===== src/hdl/bmdph_pkg.sv =====
`timescale 1ns / 1ps
`default_nettype none

package bmdph_pkg;

    // Defaults for the top-level parameters.
    localparam int DEF_CHANNELS = 8;
    localparam int DEF_SEGMENTS = 12;

    // Field widths.
    localparam int LVL_W     = 13;
    localparam int TIME_W    = 32;
    localparam int MS_W      = 16;
    localparam int STEP_W    = 13;
    localparam int CFG_W     = 16;
    localparam int CFG_IDX_W = 2;
    localparam int FRAC_BITS = 12;

    // Level arithmetic; 4096 is full scale.
    localparam logic [LVL_W-1:0] FULL_SCALE  = 13'd4096;
    localparam logic [LVL_W-1:0] CLEAR_BELOW = 13'd41;
    localparam logic [LVL_W:0]   PEAK_MARGIN = 14'd4;
    localparam int               ROUND_HALF  = 2048;

    // Register indexes on the configuration port.
    localparam logic [CFG_IDX_W-1:0] REG_DECAY_INTERVAL = 2'd0;
    localparam logic [CFG_IDX_W-1:0] REG_PEAK_HOLD      = 2'd1;
    localparam logic [CFG_IDX_W-1:0] REG_DECAY_STEP     = 2'd2;

    // Register values after reset.
    localparam logic [MS_W-1:0]   DEF_DECAY_INTERVAL = 16'd100;
    localparam logic [MS_W-1:0]   DEF_PEAK_HOLD      = 16'd2000;
    localparam logic [STEP_W-1:0] DEF_DECAY_STEP     = 13'd341;

    // Input opcodes.
    localparam logic OP_TICK  = 1'b0;
    localparam logic OP_WRITE = 1'b1;

    // Commands from the controller to the datapath.
    typedef struct packed {
        logic tick_start;  // latch the tick time, clear the change flag
        logic lvl_wr;      // store a written level and its time
        logic rd_en;       // read one channel's state into the read register
        logic upd_wr;      // write back the updated state of the channel read
        logic out_ld;      // load one display result into the output register
    } t_cmd;

endpackage

`default_nettype wire


===== src/hdl/bmdph_ctrl.sv =====
`timescale 1ns / 1ps
`default_nettype none

module bmdph_ctrl #(
    parameter int CHANNELS = bmdph_pkg::DEF_CHANNELS
) (
    input  wire                    i_clk,
    input  wire                    i_rst_n,
    input  wire                    i_in_valid,
    input  wire                    i_opcode,
    output logic                   o_in_stall,
    input  wire                    i_out_free,
    output bmdph_pkg::t_cmd        o_cmd,
    output logic [((CHANNELS > 1) ? $clog2(CHANNELS) : 1)-1:0] o_idx
);

    localparam int CH_W = (CHANNELS > 1) ? $clog2(CHANNELS) : 1;

    localparam logic [2:0] S_IDLE = 3'd0;
    localparam logic [2:0] S_URD  = 3'd1;
    localparam logic [2:0] S_UWR  = 3'd2;
    localparam logic [2:0] S_ORD  = 3'd3;
    localparam logic [2:0] S_OLD  = 3'd4;

    logic [2:0]      r_state;
    logic [2:0]      n_state;
    logic [CH_W-1:0] r_idx;
    logic [CH_W-1:0] n_idx;
    logic            w_last;

    assign w_last     = (r_idx == CH_W'(CHANNELS - 1));
    assign o_in_stall = (r_state != S_IDLE);
    assign o_idx      = r_idx;

    always_comb begin
        n_state = r_state;
        n_idx   = r_idx;
        o_cmd   = '0;
        case (r_state)
            S_IDLE: begin
                if (i_in_valid) begin
                    if (i_opcode == bmdph_pkg::OP_TICK) begin
                        o_cmd.tick_start = 1'b1;
                        n_idx            = '0;
                        n_state          = S_URD;
                    end else begin
                        o_cmd.lvl_wr = 1'b1;
                    end
                end
            end
            S_URD: begin
                o_cmd.rd_en = 1'b1;
                n_state     = S_UWR;
            end
            S_UWR: begin
                o_cmd.upd_wr = 1'b1;
                if (w_last) begin
                    n_idx   = '0;
                    n_state = S_ORD;
                end else begin
                    n_idx   = r_idx + CH_W'(1);
                    n_state = S_URD;
                end
            end
            S_ORD: begin
                o_cmd.rd_en = 1'b1;
                n_state     = S_OLD;
            end
            S_OLD: begin
                if (i_out_free) begin
                    o_cmd.out_ld = 1'b1;
                    if (w_last) begin
                        n_state = S_IDLE;
                    end else begin
                        n_idx   = r_idx + CH_W'(1);
                        n_state = S_ORD;
                    end
                end
            end
            default: begin
                n_state = S_IDLE;
            end
        endcase
    end

    always_ff @(posedge i_clk) begin
        if (!i_rst_n) begin
            r_state <= S_IDLE;
            r_idx   <= '0;
        end else begin
            r_state <= n_state;
            r_idx   <= n_idx;
        end
    end

`ifndef SYNTHESIS
    a_cmd_onehot: assert property (@(posedge i_clk) disable iff (!i_rst_n)
        $onehot0(o_cmd))
        else $error("more than one datapath command in a cycle");

    a_out_ld_free: assert property (@(posedge i_clk) disable iff (!i_rst_n)
        o_cmd.out_ld |-> i_out_free)
        else $error("result loaded while the output register is still held");

    a_wr_after_rd: assert property (@(posedge i_clk) disable iff (!i_rst_n)
        o_cmd.upd_wr |-> $past(o_cmd.rd_en))
        else $error("write-back without a preceding read");

    a_tick_begins: assert property (@(posedge i_clk) disable iff (!i_rst_n)
        o_cmd.tick_start |=> (r_state == S_URD) && (r_idx == '0))
        else $error("tick did not start its update pass at the first channel");
`endif

endmodule

`default_nettype wire


===== src/hdl/bmdph_dp.sv =====
`timescale 1ns / 1ps
`default_nettype none

module bmdph_dp #(
    parameter int CHANNELS = bmdph_pkg::DEF_CHANNELS,
    parameter int SEGMENTS = bmdph_pkg::DEF_SEGMENTS
) (
    input  wire                                   i_clk,
    input  wire                                   i_rst_n,
    input  bmdph_pkg::t_cmd                       i_cmd,
    input  wire [((CHANNELS > 1) ? $clog2(CHANNELS) : 1)-1:0] i_idx,
    input  wire                                   i_cfg_wr_en,
    input  wire [bmdph_pkg::CFG_IDX_W-1:0]        i_cfg_index,
    input  wire [bmdph_pkg::CFG_W-1:0]            i_cfg_data,
    input  wire [bmdph_pkg::TIME_W-1:0]           i_time_ms,
    input  wire [((CHANNELS > 1) ? $clog2(CHANNELS) : 1)-1:0] i_channel,
    input  wire [bmdph_pkg::LVL_W-1:0]            i_level_in,
    output logic                                  o_out_free,
    input  wire                                   i_out_stall,
    output logic                                  o_out_valid,
    output logic [((CHANNELS > 1) ? $clog2(CHANNELS) : 1)-1:0] o_out_channel,
    output logic [SEGMENTS-1:0]                   o_lit_mask,
    output logic                                  o_peak_valid,
    output logic [$clog2(SEGMENTS)-1:0]           o_peak_segment,
    output logic                                  o_changed,
    output logic                                  o_last
);

    localparam int CH_W   = (CHANNELS > 1) ? $clog2(CHANNELS) : 1;
    localparam int SEG_W  = $clog2(SEGMENTS);
    localparam int LVL_W  = bmdph_pkg::LVL_W;
    localparam int TIME_W = bmdph_pkg::TIME_W;
    localparam int MS_W   = bmdph_pkg::MS_W;
    localparam int STEP_W = bmdph_pkg::STEP_W;
    localparam int PROD_W = LVL_W + $clog2(SEGMENTS + 1);
    localparam int ACT_W  = PROD_W - bmdph_pkg::FRAC_BITS;

    // Configuration registers.
    logic [MS_W-1:0]   r_decay_ivl;
    logic [MS_W-1:0]   r_peak_hold;
    logic [STEP_W-1:0] r_decay_step;

    // Channel state memory, one entry per channel, plus valid bits.
    logic [LVL_W-1:0]  r_lvl_mem [CHANNELS];
    logic [LVL_W-1:0]  r_pk_mem  [CHANNELS];
    logic [TIME_W-1:0] r_lt_mem  [CHANNELS];
    logic [TIME_W-1:0] r_pt_mem  [CHANNELS];
    logic [CHANNELS-1:0] r_lvl_ok;
    logic [CHANNELS-1:0] r_pk_ok;

    // Registered read port.
    logic [LVL_W-1:0]  r_rd_lvl;
    logic [LVL_W-1:0]  r_rd_pk;
    logic [TIME_W-1:0] r_rd_lt;
    logic [TIME_W-1:0] r_rd_pt;
    logic              r_rd_lok;
    logic              r_rd_pok;
    logic [CH_W-1:0]   r_addr;

    logic [TIME_W-1:0] r_now;
    logic              r_any;

    // Output register.
    logic              r_out_valid;
    logic [CH_W-1:0]   r_out_channel;
    logic [SEGMENTS-1:0] r_lit_mask;
    logic              r_peak_valid;
    logic [SEG_W-1:0]  r_peak_segment;
    logic              r_changed;
    logic              r_last;

    logic              w_ch_ok;
    logic [LVL_W-1:0]  w_sat;
    logic [LVL_W-1:0]  w_lvl;
    logic [LVL_W-1:0]  w_pk;
    logic [TIME_W-1:0] w_lt;
    logic [TIME_W-1:0] w_pt;
    logic [TIME_W-1:0] w_l_age;
    logic [TIME_W-1:0] w_p_age;
    logic              w_dec;
    logic [LVL_W-1:0]  w_nl;
    logic [LVL_W-1:0]  w_l1;
    logic [TIME_W-1:0] w_lt1;
    logic              w_fall;
    logic [LVL_W-1:0]  w_p1;
    logic              w_follow;
    logic [LVL_W-1:0]  w_p2;
    logic [TIME_W-1:0] w_pt2;
    logic [PROD_W-1:0] w_act_p;
    logic [PROD_W-1:0] w_pr_p;
    logic [ACT_W-1:0]  w_act;
    logic [ACT_W-1:0]  w_pr;
    logic [SEGMENTS-1:0] w_mask;
    logic              w_pv;
    logic [SEG_W-1:0]  w_pseg;

    assign w_ch_ok = ({1'b0, i_channel} < (CH_W + 1)'(CHANNELS));
    assign w_sat   = (i_level_in > bmdph_pkg::FULL_SCALE) ? bmdph_pkg::FULL_SCALE
                                                          : i_level_in;

    // Entries never written read as zero.
    assign w_lvl = r_rd_lok ? r_rd_lvl : '0;
    assign w_lt  = r_rd_lok ? r_rd_lt  : '0;
    assign w_pk  = r_rd_pok ? r_rd_pk  : '0;
    assign w_pt  = r_rd_pok ? r_rd_pt  : '0;

    // Decay, peak fall and peak follow for the channel held in the read register.
    assign w_l_age = r_now - w_lt;
    assign w_p_age = r_now - w_pt;
    assign w_dec   = (w_lvl != '0) && (w_l_age > TIME_W'(r_decay_ivl));
    always_comb begin
        w_nl = (w_lvl > r_decay_step) ? (w_lvl - r_decay_step) : '0;
        if (w_nl < bmdph_pkg::CLEAR_BELOW) begin
            w_nl = '0;
        end
    end
    assign w_l1     = w_dec ? w_nl  : w_lvl;
    assign w_lt1    = w_dec ? r_now : w_lt;
    assign w_fall   = (w_pk != '0) && (w_p_age > TIME_W'(r_peak_hold)) && (w_pk > w_l1);
    assign w_p1     = w_fall ? w_l1 : w_pk;
    assign w_follow = (w_p1 < w_l1);
    assign w_p2     = w_follow ? w_l1  : w_p1;
    assign w_pt2    = w_follow ? r_now : w_pt;

    // Display result: segment counts rounded half up.
    assign w_act_p = PROD_W'(w_lvl) * PROD_W'(SEGMENTS) + PROD_W'(bmdph_pkg::ROUND_HALF);
    assign w_pr_p  = PROD_W'(w_pk)  * PROD_W'(SEGMENTS) + PROD_W'(bmdph_pkg::ROUND_HALF);
    assign w_act   = w_act_p[PROD_W-1:bmdph_pkg::FRAC_BITS];
    assign w_pr    = w_pr_p[PROD_W-1:bmdph_pkg::FRAC_BITS];

    always_comb begin
        for (int s = 0; s < SEGMENTS; s++) begin
            w_mask[s] = (ACT_W'(s) < w_act);
        end
    end

    assign w_pv   = (w_pr != '0) &&
                    ({1'b0, w_pk} > ({1'b0, w_lvl} + bmdph_pkg::PEAK_MARGIN));
    assign w_pseg = (w_pr != '0) ? SEG_W'(w_pr - ACT_W'(1)) : '0;

    // Configuration writes.
    always_ff @(posedge i_clk) begin
        if (!i_rst_n) begin
            r_decay_ivl  <= bmdph_pkg::DEF_DECAY_INTERVAL;
            r_peak_hold  <= bmdph_pkg::DEF_PEAK_HOLD;
            r_decay_step <= bmdph_pkg::DEF_DECAY_STEP;
        end else if (i_cfg_wr_en) begin
            case (i_cfg_index)
                bmdph_pkg::REG_DECAY_INTERVAL: r_decay_ivl  <= i_cfg_data;
                bmdph_pkg::REG_PEAK_HOLD:      r_peak_hold  <= i_cfg_data;
                bmdph_pkg::REG_DECAY_STEP:     r_decay_step <= i_cfg_data[STEP_W-1:0];
                default: begin
                end
            endcase
        end
    end

    // Memory write port.
    always_ff @(posedge i_clk) begin
        if (i_cmd.lvl_wr && w_ch_ok) begin
            r_lvl_mem[i_channel] <= w_sat;
            r_lt_mem[i_channel]  <= i_time_ms;
        end else if (i_cmd.upd_wr) begin
            r_lvl_mem[r_addr] <= w_l1;
            r_lt_mem[r_addr]  <= w_lt1;
            r_pk_mem[r_addr]  <= w_p2;
            r_pt_mem[r_addr]  <= w_pt2;
        end
    end

    // Memory read port.
    always_ff @(posedge i_clk) begin
        if (i_cmd.rd_en) begin
            r_rd_lvl <= r_lvl_mem[i_idx];
            r_rd_lt  <= r_lt_mem[i_idx];
            r_rd_pk  <= r_pk_mem[i_idx];
            r_rd_pt  <= r_pt_mem[i_idx];
            r_rd_lok <= r_lvl_ok[i_idx];
            r_rd_pok <= r_pk_ok[i_idx];
            r_addr   <= i_idx;
        end
    end

    always_ff @(posedge i_clk) begin
        if (!i_rst_n) begin
            r_lvl_ok <= '0;
            r_pk_ok  <= '0;
        end else if (i_cmd.lvl_wr && w_ch_ok) begin
            r_lvl_ok[i_channel] <= 1'b1;
        end else if (i_cmd.upd_wr) begin
            r_lvl_ok[r_addr] <= 1'b1;
            r_pk_ok[r_addr]  <= 1'b1;
        end
    end

    always_ff @(posedge i_clk) begin
        if (i_cmd.tick_start) begin
            r_now <= i_time_ms;
        end
    end

    always_ff @(posedge i_clk) begin
        if (!i_rst_n) begin
            r_any <= 1'b0;
        end else if (i_cmd.tick_start) begin
            r_any <= 1'b0;
        end else if (i_cmd.upd_wr) begin
            r_any <= r_any | w_dec | w_fall | w_follow;
        end
    end

    // Output register.
    always_ff @(posedge i_clk) begin
        if (!i_rst_n) begin
            r_out_valid <= 1'b0;
        end else if (i_cmd.out_ld) begin
            r_out_valid <= 1'b1;
        end else if (!i_out_stall) begin
            r_out_valid <= 1'b0;
        end
    end

    always_ff @(posedge i_clk) begin
        if (i_cmd.out_ld) begin
            r_out_channel  <= r_addr;
            r_lit_mask     <= w_mask;
            r_peak_valid   <= w_pv;
            r_peak_segment <= w_pseg;
            r_changed      <= r_any;
            r_last         <= (r_addr == CH_W'(CHANNELS - 1));
        end
    end

    assign o_out_free     = !r_out_valid || !i_out_stall;
    assign o_out_valid    = r_out_valid;
    assign o_out_channel  = r_out_channel;
    assign o_lit_mask     = r_lit_mask;
    assign o_peak_valid   = r_peak_valid;
    assign o_peak_segment = r_peak_segment;
    assign o_changed      = r_changed;
    assign o_last         = r_last;

endmodule

`default_nettype wire


===== src/hdl/bar_meter_decay_peak_hold.sv =====
// Level write: accepted while idle, no result; the next item is taken in the following cycle.
// Tick: an update pass over all channels (read, then write back, through one memory port),
// then a display pass that reads each channel again and loads its result into the output
// register whenever it is free; no new item is taken until the tick's last result is loaded.
// Reset: synchronous, active low; registers return to their defaults and all channel state
// reads as zero at once through per-entry valid bits, with no clearing pass.
`timescale 1ns / 1ps
`default_nettype none

module bar_meter_decay_peak_hold #(
    parameter int CHANNELS = bmdph_pkg::DEF_CHANNELS,
    parameter int SEGMENTS = bmdph_pkg::DEF_SEGMENTS
) (
    input  wire                                   i_clk,
    input  wire                                   i_rst_n,
    // Configuration write port.
    input  wire                                   i_cfg_wr_en,
    input  wire [bmdph_pkg::CFG_IDX_W-1:0]        i_cfg_index,
    input  wire [bmdph_pkg::CFG_W-1:0]            i_cfg_data,
    // Input channel.
    input  wire                                   i_in_valid,
    output logic                                  o_in_stall,
    input  wire                                   i_opcode,
    input  wire [bmdph_pkg::TIME_W-1:0]           i_time_ms,
    input  wire [((CHANNELS > 1) ? $clog2(CHANNELS) : 1)-1:0] i_channel,
    input  wire [bmdph_pkg::LVL_W-1:0]            i_level_in,
    // Result channel.
    output logic                                  o_out_valid,
    input  wire                                   i_out_stall,
    output logic [((CHANNELS > 1) ? $clog2(CHANNELS) : 1)-1:0] o_out_channel,
    output logic [SEGMENTS-1:0]                   o_lit_mask,
    output logic                                  o_peak_valid,
    output logic [$clog2(SEGMENTS)-1:0]           o_peak_segment,
    output logic                                  o_changed,
    output logic                                  o_last
);

    localparam int CH_W = (CHANNELS > 1) ? $clog2(CHANNELS) : 1;

    // The controller walks the channels twice per tick. The first pass reads each
    // channel's level, peak and their timestamps, applies decay, peak fall and peak
    // follow, and writes the entry back; the change flag collects over the whole
    // pass. Only then does the second pass read each channel again and build its
    // display result, since every result of a tick carries the same change flag.
    bmdph_pkg::t_cmd w_cmd;
    logic [CH_W-1:0] w_idx;
    logic            w_out_free;

    // Sequencer: accepts transfers only when idle, so a level write can never land
    // in the middle of a tick. A finished result may still sit in the output
    // register while the next item is being accepted.
    bmdph_ctrl #(
        .CHANNELS (CHANNELS)
    ) u_ctrl (
        .i_clk      (i_clk),
        .i_rst_n    (i_rst_n),
        .i_in_valid (i_in_valid),
        .i_opcode   (i_opcode),
        .o_in_stall (o_in_stall),
        .i_out_free (w_out_free),
        .o_cmd      (w_cmd),
        .o_idx      (w_idx)
    );

    // Datapath: configuration registers, the per-channel state memory with its
    // registered read port, the update arithmetic, the segment rounding and the
    // output register that decouples the result transfer from the sequencer.
    bmdph_dp #(
        .CHANNELS (CHANNELS),
        .SEGMENTS (SEGMENTS)
    ) u_dp (
        .i_clk          (i_clk),
        .i_rst_n        (i_rst_n),
        .i_cmd          (w_cmd),
        .i_idx          (w_idx),
        .i_cfg_wr_en    (i_cfg_wr_en),
        .i_cfg_index    (i_cfg_index),
        .i_cfg_data     (i_cfg_data),
        .i_time_ms      (i_time_ms),
        .i_channel      (i_channel),
        .i_level_in     (i_level_in),
        .o_out_free     (w_out_free),
        .i_out_stall    (i_out_stall),
        .o_out_valid    (o_out_valid),
        .o_out_channel  (o_out_channel),
        .o_lit_mask     (o_lit_mask),
        .o_peak_valid   (o_peak_valid),
        .o_peak_segment (o_peak_segment),
        .o_changed      (o_changed),
        .o_last         (o_last)
    );

endmodule

`default_nettype wire


===== config.mk =====
export PLATFORM = sky130hd
export DESIGN_NAME = bar_meter_decay_peak_hold
export DESIGN_NICKNAME = d
export VERILOG_FILES = /design/src/hdl/bmdph_pkg.sv /design/src/hdl/bmdph_ctrl.sv /design/src/hdl/bmdph_dp.sv /design/src/hdl/bar_meter_decay_peak_hold.sv
export SDC_FILE = /design/constraint.sdc
export NUM_CORES = 1
export LEC_CHECK = 0
export ABC_CLOCK_PERIOD_IN_PS = 17500
export BUFFER_PORTS_ARGS = -buffer_cell sky130_fd_sc_hd__buf_2
export CAP_MARGIN = 10
export CELL_PAD_IN_SITES_DETAIL_PLACEMENT = 0
export CELL_PAD_IN_SITES_GLOBAL_PLACEMENT = 1
export CORE_MARGIN = 5
export CORE_UTILIZATION = 40
export DETAILED_ROUTE_END_ITERATION = 7
export PLACE_DENSITY_LB_ADDON = 0.1
export SKIP_CTS_REPAIR_TIMING = 1
export SLEW_MARGIN = 15
export SYNTH_ARGS = -nofsm -noshare
export SYNTH_HDL_FRONTEND = slang
export SYNTH_SLANG_ARGS = --single-unit

===== constraint.sdc =====
create_clock -name i_clk -period 17.5 [get_ports i_clk]
set_clock_uncertainty 0.15 [all_clocks]
set_input_delay 2.625 -clock i_clk [delete_from_list [all_inputs] [get_ports i_clk]]
set_output_delay 2.625 -clock i_clk [all_outputs]
set_load 0.03 [all_outputs]

==> Implementation_results.wiki <==
{| class="wikitable"
! Metric !! Value
|-
| Wirelength, routed || ~130000 µm
|-
| Clock root buffer master || sky130_fd_sc_hd__clkbuf_16
|-
| Total number of H-tree levels || 3
|-
| Mean area per synthesized cell || 14.9 µm²
|-
| Power density cells || 104 nW/µm²
|-
| Internal power || 3.93 mW
|-
| Number of remaining DRC errors || 0
|-
| Total die area || around 120000 µm²
|-
| Final instance count without filler cells || ~4.7k
|-
| Relative slew slack || 0.206
|-
| Die span in x || around 340 µm
|-
| Top cells by area, synth || sky130_fd_sc_hd__edfxtp_1, sky130_fd_sc_hd__mux4_2, sky130_fd_sc_hd__ha_1
|-
| Post-synthesis net count || ~3.2k
|-
| Multi-input combinational cell area || between 15000 and 20000 µm²
|-
| Relative contribution of sequential cells to total power || 0.495
|-
| Critical path data arrival time || between 10 and 15 ns
|-
| Number of antenna violations at the first check in global routing || 7
|-
| Post-CTS clock slew at the launch and capture registers of the worst setup and hold paths || ~0.06 ns
|-
| Synth-to-layout area growth || 12.6%
|-
| Run status || completed
|-
| Worst hold path startpoint || u_dp.r_pk_ok[3]$_SDFFE_PN0P_
|-
| Post-route worst setup slack || 4.61 ns
|-
| Count of maximum capacitance violations || 0
|-
| Share of synthesized flip-flops with an asynchronous set or reset || 0
|-
| Largest net degree at the start of global routing || 70
|-
| Worst slack at placement || about 4.7 ns
|-
| RSZ-0062 raised after global routing || false
|-
| Via count of the first global-routing pass || ~27k
|-
| Post-layout minimum cycle time || ~13 ns
|-
| Routed length per instance || ~28 µm
|-
| Min-Delay Endpoint || u_dp.r_pk_ok[3]$_SDFFE_PN0P_
|-
| Worst EP required || ~18 ns
|-
| Cell taking the most area after synthesis || sky130_fd_sc_hd__edfxtp_1
|-
| Placed Cells incl. Taps || ~4.5k
|-
| Comb pwr share || 0.108
|-
| Clock network power share || 0.396
|-
| Count of flip-flops with a built-in enable after synthesis || 869
|-
| Detailed-routing iteration count for the pre-antenna-repair pass || 7
|-
| Highest clock rate || between 70 and 80 MHz
|-
| Number of unique standard cell types used by synthesis || approximately 80
|-
| TritonCTS clock tree || yes
|-
| Flip-flop and latch count after synthesis || around 940
|-
| Sw Pwr || ~1.3 mW
|-
| Via density || around 5.7
|-
| Capturing point of the worst reg2reg path || u_dp.r_pt_mem[4][30]$_DFFE_PP_
|-
| Final core utilization || 0.452
|-
| Number of rows in the core area || approximately 120
|-
| Worst voltage drop across the vdd grid || 0.0000862 V
|-
| Number of hold violations in the final report || 0
|-
| Footprint of the flip-flops and latches || around 27000 µm²
|-
| Switching share of total power || 0.245
|-
| Congestion Overflow GR || 0
|-
| Starting density of the core || 0.402
|-
| Final ANT Viol Nets || 0
|-
| Worst Hold Slack || between 0.3 and 0.4 ns
|-
| Clock Tree Buf Depth || 3
|-
| Final TNS setup || 0 ns
|-
| Critical path launch point type || register
|-
| Synth Flop Type || sky130_fd_sc_hd__edfxtp_1
|-
| Warnings, synthesis || 0
|-
| Proportion of layout cells with a drive suffix above 1 || 0.200
|-
| Area of the mapped netlist || 44300 µm²
|-
| Setup violators final || 0
|-
| DRC violation total after the first TritonRoute iteration || 2024
|-
| Leading post-synthesis cells by instance count || sky130_fd_sc_hd__edfxtp_1, sky130_fd_sc_hd__nand2_1, sky130_fd_sc_hd__ha_1
|-
| Number of fill cells in the layout || between 9k and 10k
|-
| Detail Placement HPWL || 89000 µm
|-
| FF-to-FF path depth || 45
|-
| Post-synthesis instance total || 2979
|-
| Slowest-stage cell, CP || sky130_fd_sc_hd__or4_1
|-
| Placeable core region || ~110000 µm²
|-
| Wire length of the first global-routing pass || roughly 190000 µm
|-
| Sequential cell area fraction in the yosys report || 0.621
|-
| Crit Path Category || register to register
|-
| Kind of end point of the critical path || register
|-
| Number of cells on the worst hold path || 1
|-
| Total routing usage reported by global routing || 0.224
|-
| Count of pins on the block boundary || between 90 and 100
|-
| Worst reg2reg startpoint || u_dp.r_rd_lok$_DFFE_PP_
|-
| Worst Max-Slew Pin Slew || around 1.2 ns
|-
| Max Fanout on Critical Path || 35
|-
| Kind of path behind the tightest hold check || register to register
|-
| Top cell type's share of synthesized area || 0.590
|-
| Source-to-sink clock delay at the later pin of the worst-skew pair || between 0.6 and 0.7 ns
|-
| Setup slack of the most critical reg-to-reg path || between 4 and 5 ns
|-
| Count of input and output buffers || between 90 and 100
|-
| Maximum single-stage delay on the critical path || 0.93 ns
|-
| Sinks on the clock net || 938
|-
| Die Ht || approximately 340 µm
|-
| NumNets Final || between 3k and 4k
|-
| Count leader, synth || sky130_fd_sc_hd__edfxtp_1
|-
| Leakage component of the power || approximately 17 nW
|-
| Most used cell, CP || sky130_fd_sc_hd__a21oi_1
|-
| Via count of the routed design || about 26k
|-
| Total clock buffers created by CTS || 100
|-
| Weighted congestion at the end of routability-driven global placement || about 0.87
|-
| Fraction of the cycle the final worst path needs || 0.737
|-
| Final Max Tran Viols || 0
|}
==> placed cells by master, fill, tap and decap left out, types with 66 or more instances in the layout <==
| cell type | instances |
|---|---|
| sky130_fd_sc_hd__mux4_2 | 184 |
| sky130_fd_sc_hd__mux2_2 | 124 |
| sky130_fd_sc_hd__buf_2 | 95 |
| sky130_fd_sc_hd__a21oi_1 | 137 |
| sky130_fd_sc_hd__o21ai_0 | 66 |
| sky130_fd_sc_hd__nor2_1 | 96 |
| sky130_fd_sc_hd__clkbuf_16 | 103 |
| sky130_fd_sc_hd__ha_1 | 187 |
| sky130_fd_sc_hd__nand2_1 | 270 |
| sky130_fd_sc_hd__mux2i_1 | 95 |
| sky130_fd_sc_hd__inv_1 | 130 |
| sky130_fd_sc_hd__dfxtp_1 | 66 |
| sky130_fd_sc_hd__edfxtp_1 | 869 |
==> registers in the layout, summed over array words and instances, names as in the netlist, 8 cells and up <==
| signal | cells |
|---|---|
| u_dp.r_decay_ivl | 16 |
| u_dp.r_pk_mem | 104 |
| u_dp.r_pt_mem | 256 |
| u_dp.r_lvl_mem | 104 |
| u_dp.r_rd_lt | 32 |
| u_dp.r_rd_pt | 32 |
| u_dp.r_decay_step | 13 |
| u_dp.r_lvl_ok | 8 |
| u_dp.r_peak_hold | 16 |
| u_dp.r_now | 32 |
| u_dp.r_pk_ok | 8 |
| u_dp.r_rd_lvl | 13 |
| u_dp.r_rd_pk | 13 |
| u_dp.r_lt_mem | 256 |
| u_dp.o_lit_mask | 12 |
==> area by class of cell <==
type | count | share of cell area
sequential | 938 | 0.552
multi-input combinational | 1785 | 0.319
clock buffer | 129 | 0.0543
tap | 1488 | 0.0374
timing repair buffer | 148 | 0.0175
clock inverter | 54 | 0.0102
inverter | 130 | 0.00979
antenna | 4 | 0.000201
==> metrics by stage <==
stage / cell area, µm² / total power [mW]
floorplan: 44300 / 2.99
global route: 49800 / 5.40
detailed placement: 46600 / 3.19
finish: 49800 / 5.21
global placement: 46600 / 3.17
CTS: 49800 / 5.26
==> power groups by stage <==
stage               sequential [mW]  combinational, mW  clock (mW)
floorplan                      2.62              0.372           0
global placement               2.63              0.549           0
detailed placement             2.63              0.561           0
CTS                            2.58              0.563        2.11
global route                   2.58              0.615        2.20
finish                         2.58              0.564        2.06
==> how the worst max path moves through the flow <==
stage / startpoint / endpoint / slack [ns] / cells past startpoint
finish: u_dp.r_rd_lok$_DFFE_PP_ / u_dp.r_pt_mem[4][30]$_DFFE_PP_ / 4.61 / 45
global route: u_dp.r_rd_lok$_DFFE_PP_ / u_dp.r_pt_mem[4][25]$_DFFE_PP_ / 3.72 / 45
CTS: u_dp.r_rd_lok$_DFFE_PP_ / u_dp.r_pt_mem[4][4]$_DFFE_PP_ / 4.71 / 45
detailed placement: u_dp.r_rd_lok$_DFFE_PP_ / u_dp.r_pt_mem[1][30]$_DFFE_PP_ / 4.73 / 45
global placement: u_dp.r_rd_lok$_DFFE_PP_ / u_dp.r_pt_mem[4][22]$_DFFE_PP_ / 5.09 / 45
floorplan: u_dp.r_rd_lok$_DFFE_PP_ / u_dp.r_pt_mem[0][10]$_DFFE_PP_ / 7.03 / 48
==> worst max-delay path: cells and delay by family (launching register included) <==
kind	cells	cell delay (ns)
AOI/OAI and AO/OA	19	4.45
and+or+nand+nor	14	3.13
buffers and inverters	5	1.85
adders and majority gates	4	1.31
muxes	2	1.16
DFF	1	0.32
xor gates and xnor gates	1	0.17
==> per-layer routing <==
metal  vias to the layer above  GRT usage  routed length (µm)
li1                      11900          -                   -
met1                     13700      0.305               57400
met2                       762      0.378               64800
met3                       183     0.0364                6920
met4                         4     0.0590                3650
met5                         -          0                  27
==> cells by family (layout without fill, tap and decap cells) <==
logic type | after synthesis | count (layout) | share of synthesized area
DFF | 938 | 938 | 0.621
other | 0 | 4 | 0
buffers and inverters | 256 | 461 | 0.0232
muxes | 405 | 405 | 0.147
xor gates and xnor gates | 82 | 82 | 0.0162
AOI/OAI and AO/OA | 478 | 478 | 0.0707
adders and majority gates | 190 | 190 | 0.0542
and+or+nand+nor | 630 | 630 | 0.0677
Note: power is estimated with default switching activity, not from simulation.
